File: src/rtl/perspective_point_projection_unit_assert.svh
// assertion macros for the projection unit
`ifndef PERSPECTIVE_POINT_PROJECTION_UNIT_ASSERT_SVH
`define PERSPECTIVE_POINT_PROJECTION_UNIT_ASSERT_SVH
// plain implication checked on every clock edge outside reset
`define PPP_ASSERT(label, clk, rst_n, prop, msg) \
  label: assert property (@(posedge clk) disable iff (!rst_n) (prop)) else $error(msg);
// signal must never be unknown outside reset
`define PPP_ASSERT_KNOWN(label, clk, rst_n, sig, msg) \
  label: assert property (@(posedge clk) disable iff (!rst_n) !$isunknown(sig)) else $error(msg);
`endif

File: src/rtl/ppp_fifo.sv
// short queue between front and back
`timescale 1ns / 1ps
module ppp_fifo #(
  parameter int unsigned Width = 8,
  parameter int unsigned Depth = 4
) (
  input  logic clk_i,
  input  logic rst_ni,
  input  logic in_valid_i,
  output logic in_ready_o,
  input  logic [Width-1:0] in_data_i,
  output logic out_valid_o,
  input  logic out_ready_i,
  output logic [Width-1:0] out_data_o
);
  localparam int unsigned AW = (Depth > 1) ? $clog2(Depth) : 1;
  logic [Width-1:0] mem_q [Depth];
  logic [AW-1:0] wp_q, rp_q;
  logic [AW:0] cnt_q;
  logic push, pop;

  assign in_ready_o = cnt_q != (AW+1)'(Depth);
  assign out_valid_o = cnt_q != '0;
  assign push = in_valid_i && in_ready_o;
  assign pop = out_valid_o && out_ready_i;
  assign out_data_o = mem_q[rp_q];

  always_ff @(posedge clk_i or negedge rst_ni) begin
    if (!rst_ni) begin
      wp_q <= '0;
      rp_q <= '0;
      cnt_q <= '0;
    end else begin
      if (push) wp_q <= (wp_q == AW'(Depth-1)) ? '0 : wp_q + 1'b1;
      if (pop) rp_q <= (rp_q == AW'(Depth-1)) ? '0 : rp_q + 1'b1;
      cnt_q <= cnt_q + (AW+1)'(push) - (AW+1)'(pop);
    end
  end

  always_ff @(posedge clk_i) begin
    if (push) mem_q[wp_q] <= in_data_i;
  end
endmodule

File: config.mk
export PLATFORM = sky130hd
export DESIGN_NAME = ppp_fifo
export DESIGN_NICKNAME = d
export VERILOG_FILES = /design/src/rtl/perspective_point_projection_unit_assert.svh /design/src/rtl/ppp_fifo.sv
export SDC_FILE = /design/constraint.sdc
export NUM_CORES = 1
export LEC_CHECK = 0
export BUFFER_PORTS_ARGS = -buffer_cell sky130_fd_sc_hd__buf_2
export CAP_MARGIN = 10
export CORE_MARGIN = 1.5
export CORE_UTILIZATION = 45
export DETAILED_ROUTE_END_ITERATION = 10
export PLACE_DENSITY_LB_ADDON = 0.08
export SYNTH_ARGS = -nofsm -noshare
export SYNTH_HDL_FRONTEND = slang
export SYNTH_SLANG_ARGS = --single-unit
File: constraint.sdc
create_clock -name clk_i -period 4 [get_ports clk_i]
set_input_delay 0.2 -clock clk_i [delete_from_list [all_inputs] [get_ports clk_i]]
set_output_delay 0.2 -clock clk_i [all_outputs]
set_load 0.01 [all_outputs]
Word level (Yosys, flattened, before mapping)
Memory sizes are Yosys's and may differ from the RTL's.
Index checks and enable logic that the tools add are counted.
- register bits: 7
- bits in latches: 0
- memory bits (writable): 32
- bits in read-only memories: 0
- input bits: 12
- output and inout port bits: 10
- word-level logic and storage cells: 18
- memories kept: 1
- memories (memory ; depth ; width ; read ports ; clocked after memory_dff ; write ports ; line ; text):
    mem_q ; 4 ; 8 ; 1 ; 0 ; 1 ; ppp_fifo.sv:17 ; logic [Width-1:0] mem_q [Depth];
- add/subtract/negate cells: 4
- multiply operators: 0
- div/mod/pow operators: 0
- magnitude comparators: 0
- equality and inequality tests: 3
- shift operators: 0
- multiplexer cells: 4
- bitwise operators: 0
- reduce and logical (&&, ||, !) cells: 3
- operators by type and width (cell ; number):
    adder 2 x 1 -> 2 bit, second input constant ; 2
    == test 2 bit, second input constant ; 2
    two-way mux 2 bit ; 2
    adder 3 x 1 -> 3 bit ; 1
    inequality test 3 bit, second input constant ; 1
    nonzero test 3 bit ; 1
    subtractor 3 x 1 -> 3 bit ; 1
    logical AND 1 bit ; 2
    two-way mux 1 bit ; 2

Logic depth before layout (Yosys ltp)
Gate-level depths: netlist (run 1).
- depth after elaboration: 4
- gate-level depth with buffers: 10
- gate-level depth less buffers: 9

Worst setup path after synthesis (run 1)
Ideal clock, no wire load.
- kind: reg2reg
- from: reg cnt_q[1]
- to: reg cnt_q[2]
- setup time: 0.124 ns
- arrival time: 2.083 ns
- setup slack: 1.793 ns
- cell stages (with the launch flop): 11
- clock period less this slack: 2.207 ns
- cell sequence: dfrtp_1 or3b_1 buf_6 nand2_1 ha_1 inv_1 ha_1 inv_1 fa_1 xnor2_1 xnor2_1
- word-level cells in the longest chain between the ends: 4
- elaborated cells between the ends (all ways): 6
- RTL lines (what ; line ; text):
    from (decl) ; ppp_fifo.sv:19 ; logic [AW:0] cnt_q;
    from (signal assigned) ; ppp_fifo.sv:36 ; cnt_q <= cnt_q + (AW+1)'(push) - (AW+1)'(pop);
    inequality test 3 bit ; ppp_fifo.sv:22 ; assign in_ready_o = cnt_q != (AW+1)'(Depth);
    named net in_ready_o ; ppp_fifo.sv:10 ; output logic in_ready_o,
    logical AND 1 bit ; ppp_fifo.sv:24 ; assign push = in_valid_i && in_ready_o;
    adder 3 x 1 -> 3 bit ; ppp_fifo.sv:36 ;
    subtractor 3 x 1 -> 3 bit ; ppp_fifo.sv:36 ;
The timed path passes the listed nets, and every way through them passes these cells.
A chain may end at the register's enable or synchronous reset.

Worst setup path in the final report (run 1)
- from: reg cnt_q[1]
- to: reg cnt_q[2]
- word-level cells in the longest chain between the ends: 4
- elaborated cells between the ends (all ways): 6
- RTL lines (what ; line):
    inequality test 3 bit ; ppp_fifo.sv:22
    logical AND 1 bit ; ppp_fifo.sv:24
    adder 3 x 1 -> 3 bit ; ppp_fifo.sv:36
    subtractor 3 x 1 -> 3 bit (*) ; ppp_fifo.sv:36
Every way passes the cells marked *; elsewhere a longest branch is shown, timed or not.

==> results.txt, run 1 <==
status -> finished, final reports clean
Syn. warnings -> 0
Synth Area per Inst -> 19.1 sq um
Core Box Area -> 3390 sq um
Cell Int Power -> 842 uW
kind of critical path -> register to register
Sequential Area -> 1140 sq um
DIE AREA -> 3980 sq um
total wire length -> 2370 um
Clock Tree Buf Depth -> 2
power density cells -> 673 nW/um^2
cell taking the most area after synthesis -> edfxtp_1
HPWL after detailed placement -> 1640 um
# rows -> 21
Psw -> 387 uW
Die Wd -> 63.1 um
DR vias -> 803
initial antenna violation count -> 0
drt wl/cell -> 15.0 um
Leak -> 0.703 nW
worst skew pair latency -> 0.33 ns
max incr delay on CP -> 0.51 ns
Worst Hold Path Cells -> 1
post-CTS setup buffer count -> 0
relative slew slack -> 0.599
Seq/Total Area, Yosys -> 0.699
Clock Skew -> 0.0113 ns
crit path DAT -> 2.53 ns
Final Cycle Share -> 0.578
area growth from synthesis to layout -> 12.4%
Via density -> 5.08
Post-Syn Instances -> 85
Worst EP required -> 4.21 ns
crit-path cells -> or3b_1 > nand2_1 > ha_1 > inv_1 > ha_1 > inv_1 > fa_1 > xnor2_1 > xnor2_1
top cells by area, synth -> edfxtp_1 59%, mux4_2 11%, dfrtp_1 11%, ha_1 5.4%, and3_1 1.5%
gr usage total -> 0.139
largest net degree at the start of global routing -> 12
Starting Density -> 0.480
GP Congestion -> 0.658
Flop pwr share -> 0.527
remaining antenna violation count -> 0
CTS tree -> built
Detailed Route Iter0 Violations -> 22
Syn Std Cell Area -> 1630 sq um
share of total power in combinational logic -> 0.325
CP Launch Type -> register
first-pass GRT wire length -> 4050 um
setup tns final -> 0 ns
MaxCap Viol Count -> 0
number of global-route vias before repair -> 859
synth unique cells -> 22
TritonCTS sink count -> 39
max-slew violation count -> 0
R2R depth -> 9
final hold vios -> 0
RSZ-0062 raised after global routing -> no
CTS buffer count -> 5
DRT Pass-1 Iters -> 3
switch share -> 0.315
Synth top area share -> 0.591
achievable frequency -> 432 MHz
Nets -> 131
fill cell count -> 282
share of cells above drive strength 1 -> 0.321
critical path endpoint category -> register
Hold WC Path Type -> primary input to register
Port-buffer cells -> 21
IO Count -> 22
worst-margin pin slew -> 0.602 ns
H-tree levels -> 2
total grt overflow -> 0
Yosys reg bits -> 39
Die Y -> 63.1 um
maximum fanout along the worst path -> 8
post-route minimum period -> 2.31 ns
clock network fraction of total power -> 0.147
area of the multi-input gates -> 447 sq um
drt drc -> 0
Peak VDD IR -> 330 uV
clock root cell -> clkbuf_4
final setup violation count -> 0
diode count -> 0
final hold slack -> 0.0816 ns
Clock transition at path regs -> 0.11 ns
crit path max-delay cell type -> or3b_1
Post-Synthesis Net Count -> 105
[layout by cell type (no fill, tap or decap), drive strengths merged]
master | Yosys | layout
a211o | 2 | 2
and2 | 1 | 1
and3 | 4 | 4
buf | 3 | 21
clkbuf | 0 | 8
dfrtp | 7 | 7
dlygate4sd3 | 0 | 1
edfxtp | 32 | 32
fa | 1 | 1
ha | 7 | 7
inv | 6 | 6
mux2 | 2 | 2
mux4 | 8 | 8
nand2 | 1 | 1
nor2 | 1 | 1
nor2b | 2 | 2
nor3b | 1 | 1
nor4bb | 2 | 2
o31ai | 1 | 1
or3 | 1 | 1
or3b | 1 | 1
xnor2 | 2 | 2
[path summary, 6_finish.rpt]
path	start	to	slack (ns)
max in group asynchronous	rst_ni	rp_q[0]	3.61
max reg2reg	cnt_q[1]	cnt_q[2]	1.69
min	in_data_i[5]	mem_q[3][5]	0.08
min reg2reg	cnt_q[2]	cnt_q[2]	0.56
max	cnt_q[1]	cnt_q[2]	1.69
min in group asynchronous	rst_ni	wp_q[1]	0.23
[synthesized netlist by cell type]
cell type / count
nand2_1: 1
xnor2_1: 2
a211o_1: 2
nor2b_1: 2
nor2_1: 1
or3b_1: 1
nor4bb_1: 2
edfxtp_1: 32
inv_1: 6
buf_2: 1
mux2_2: 2
buf_1: 1
mux4_2: 8
ha_1: 7
and2_1: 1
dfrtp_1: 7
buf_6: 1
and3_1: 4
or3_1: 1
o31ai_1: 1
fa_1: 1
nor3b_1: 1
[cell families (layout without fill, tap and decap cells)]
kind of cell               after synthesis  count (layout)  share of synthesized area
buffers and inverters                    9              36                     0.0262
DFF                                     39              39                      0.699
and+or+nand+nor                         14              14                     0.0577
muxes                                   10              10                      0.125
adders and majority gates                8               8                     0.0662
xor gates and xnor gates                 2               2                     0.0108
AOI/OAI and AO/OA                        3               3                     0.0154
[per-stage QoR]
stage | utilization | power, mW | worst slack [ns] | instances | cell area (sq um)
final | 0.539 | 1.23 | 1.69 | 158 | 1830
after detailed placement | 0.522 | 1.07 | 1.68 | 149 | 1770
after global routing | 0.539 | 1.32 | 1.56 | 158 | 1830
after CTS | 0.539 | 1.25 | 1.68 | 158 | 1830
after floorplan | - | 0.941 | 1.79 | 85 | 1630
after global placement | 0.522 | 1.06 | 1.75 | 149 | 1770
[repair_timing]
| action | 4_1_cts | 5_1_grt |
|---|---|---|
| endpoints found under the hold margin | 7 | 0 |
| resized for setup | 0 | 0 |
| setup endpoints to repair | 0 | 0 |
| hold buffers | 1 | 0 |
[cell type report]
type	instances	area share
Clock buffer	8	0.0267
Inverter	6	0.0123
Multi-Input combinational cell	37	0.245
Sequential cell	39	0.622
Tap cell	46	0.0315
Timing Repair Buffer	22	0.0630
[state kept, by name (all words and copies together), names as in the netlist]
register  count
wp_q          2
rp_q          2
mem_q        32
cnt_q         3
[power by group through the flow]
stage / Clock (mW) / Combinational (mW) / Sequential [mW]
after CTS: 0.190 / 0.412 / 0.653
after detailed placement: 0 / 0.409 / 0.662
after floorplan: 0 / 0.342 / 0.599
after global routing: 0.207 / 0.454 / 0.663
after global placement: 0 / 0.406 / 0.658
final: 0.181 / 0.400 / 0.649
[worst max-delay path: cells and delay by family, from the launching register on]
family / cells / cell delay [ns]
AND/OR/NAND/NOR: 2 / 0.63
flip-flops: 1 / 0.47
XOR/XNOR: 2 / 0.28
buffers and inverters: 2 / 0.11
adder cells (fa/ha/maj): 3 / 0.72
[metal layers]
metal	track usage	share of wire
met1	0.165	0.45
met2	0.233	0.49
met3	0.0482	0.043
met4	0.0583	0.014
met5	0	0
Power figures use the tool's default switching activity.
==> run 2, diff against run 1 <==
clock period = 2.3 ns   (was 4 ns; I/O delays follow)
==> run 2 against run 1 <==
- total power rose by 89%
- global-route usage grew 0.81 points
- first-iteration DRC count grew 23%
- clock power is 140% higher
- cell area increased by 7.5%
- non-clock buffer count increased by 11
- clock skew up 0.00092 ns
- sequential power grew 73%
- final cell count increased by 7.0%
- critical path depth unchanged
- highest routed layer unchanged
- sequential share of layout area decreased by 4.2 points
==> results.txt, run 2 (synthesis results as in run 1) <==
maximum fanout along the worst path -> 6 (was 8)
critical path launch point -> cnt_q[2] (was cnt_q[1])
final hold vios -> 0 (unchanged)
post-route minimum period -> 2.15 ns (was 2.31 ns)
TritonCTS sink count -> 39 (unchanged)
Worst EP required -> 2.57 ns (was 4.21 ns)
drt drc -> 0 (unchanged)
largest registers -> mem_q: 32 flops, cnt_q: 3 flops (unchanged)
total power -> 2.33 mW (was 1.23 mW)
CTS tree -> built (unchanged)
diode count -> 0 (unchanged)
Via density -> 5.07 (was 5.08)
crit path max-delay cell type -> dfrtp_1 (was or3b_1)
clock root cell -> clkbuf_4 (unchanged)
IO Count -> 22 (unchanged)
share of cells above drive strength 1 -> 0.358 (was 0.321)
H-tree levels -> 2 (unchanged)
Leak -> 0.765 nW (was 0.703 nW)
area of the multi-input gates -> 452 sq um (was 447 sq um)
setup tns final -> 0 ns (unchanged)
Core Box Area -> 3390 sq um (unchanged)
most common cell after layout, fill and taps aside -> edfxtp_1 (unchanged)
Layout Cells excl Fill -> 169 (was 158)
# rows -> 21 (unchanged)
remaining antenna violation count -> 0 (unchanged)
max incr delay on CP -> 0.46 ns (was 0.51 ns)
gr usage total -> 0.148 (was 0.139)
kind of critical path -> register to register (unchanged)
Detailed Route Iter0 Violations -> 27 (was 22)
Final Cycle Share -> 0.936 (was 0.578)
CTS buffer count -> 5 (unchanged)
Die Wd -> 63.1 um (unchanged)
first-pass GRT wire length -> 4270 um (was 4050 um)
commonest cells after routing, fill and taps aside -> 32 x edfxtp_1, 21 x buf_2, 9 x dlygate4sd3_1 (was 32 x edfxtp_1, 21 x buf_2, 8 x mux4_2)
initial antenna violation count -> 0 (unchanged)
Placed Cells -> 151 (was 149)
crit-path cells -> or3b_1 > nand2_1 > ha_1 > inv_1 > ha_1 > inv_1 > fa_1 > xnor2_1 > xnor2_1 (unchanged)
worst slack, placed -> 0.105 ns (was 1.68 ns)
power density cells -> 1180 nW/um^2 (was 673 nW/um^2)
max reg flops -> 32 (unchanged)
worst skew pair latency -> 0.35 ns (was 0.33 ns)
relative slew slack -> 0.610 (was 0.599)
Clock Tree Buf Depth -> 2 (unchanged)
DR vias -> 857 (was 803)
achievable frequency -> 464 MHz (was 432 MHz)
Clock Skew -> 0.0123 ns (was 0.0113 ns)
HPWL after detailed placement -> 1780 um (was 1640 um)
DRT Pass-1 Iters -> 4 (was 3)
Die Y -> 63.1 um (unchanged)
critical path endpoint category -> register (unchanged)
Starting Density -> 0.480 (unchanged)
total wire length -> 2690 um (was 2370 um)
MaxCap Viol Count -> 0 (unchanged)
Clock transition at path regs -> 0.11 ns (about the same)
crit path DAT -> 2.43 ns (was 2.53 ns)
final setup violation count -> 0 (unchanged)
largest net degree at the start of global routing -> 13 (was 12)
Sequential Area -> 1140 sq um (about the same)
max-slew violation count -> 0 (unchanged)
Port-buffer cells -> 21 (unchanged)
RSZ-0062 raised after global routing -> no (unchanged)
setup slack, reg-to-reg -> 0.15 ns (was 1.69 ns)
GP Congestion -> 0.649 (was 0.658)
Biggest register -> mem_q (unchanged)
worst flop-to-flop path startpoint -> cnt_q[2] (was cnt_q[1])
DIE AREA -> 3980 sq um (unchanged)
total grt overflow -> 0 (unchanged)
worst setup margin -> 0.146 ns (was 1.69 ns)
drt wl/cell -> 15.9 um (was 15.0 um)
area growth from synthesis to layout -> 20.9% (was 12.4%)
Peak VDD IR -> 591 uV (was 330 uV)
Nets -> 142 (was 131)
CP Launch Type -> register (unchanged)
status -> finished, final reports clean (unchanged)
fill cell count -> 264 (was 282)
Hold WC Path Type -> primary input to async pin (was primary input to register)
worst-margin pin slew -> 0.584 ns (was 0.602 ns)
number of global-route vias before repair -> 876 (was 859)
-- run 2: path summary, 6_finish.rpt --
path                            endpoint  cells past startpoint
worst min-delay path            cnt_q[2]                      2
worst max-delay path            cnt_q[2]                      9
worst min register to register  cnt_q[2]                      1
worst max register to register  cnt_q[2]                      9
max in group asynchronous       cnt_q[1]                      2
min in group clk_i               wp_q[0]                      3
-- run 2: final cells by class --
class,instances,share of cell area
flip-flops and latches,39,0.580
repair buffers,33,0.111
well taps,46,0.0293
clock buffers,5,0.0191
inverters,6,0.0115
clock inverters,3,0.0197
multi-input cells,37,0.230
-- run 2: worst max-delay path: cells and delay by family, from the launching register on --
family	cells	cell delay [ns]
buffers and inverters	2	0.11
adder cells (fa/ha/maj)	3	0.74
AND/OR/NAND/NOR	2	0.47
XOR/XNOR	2	0.31
flip-flops	1	0.46
-- run 2: power breakdown --
part           internal, mW  leakage (nW)  switching (mW)
Sequential            0.957         0.374           0.165
Clock                 0.224        0.0426           0.216
Combinational         0.427         0.348           0.337
-- run 2: what timing repair did --
item | in CTS | in global routing
resized for setup | 0 | 3
setup endpoints to repair | 0 | 1
hold endpoints to repair | 39 | 0
hold buffers | 9 | 0
setup buffers | 0 | 1
-- run 2: through the flow --
step / hold slack [ns] / utilization / instance area [sq um]
floorplan: -0.181 / - / 1630
global placement: -0.0416 / 0.526 / 1780
detailed placement: -0.0364 / 0.526 / 1780
CTS: 0.103 / 0.575 / 1950
global route: 0.133 / 0.580 / 1960
finish: 0.120 / 0.580 / 1960
-- run 2: metal layers --
layer	vias up	part of all wire	track usage
li1	403	-	-
met1	422	0.42	0.171
met2	24	0.51	0.245
met3	8	0.046	0.0446
met4	0	0.030	0.0806
met5	-	0	0
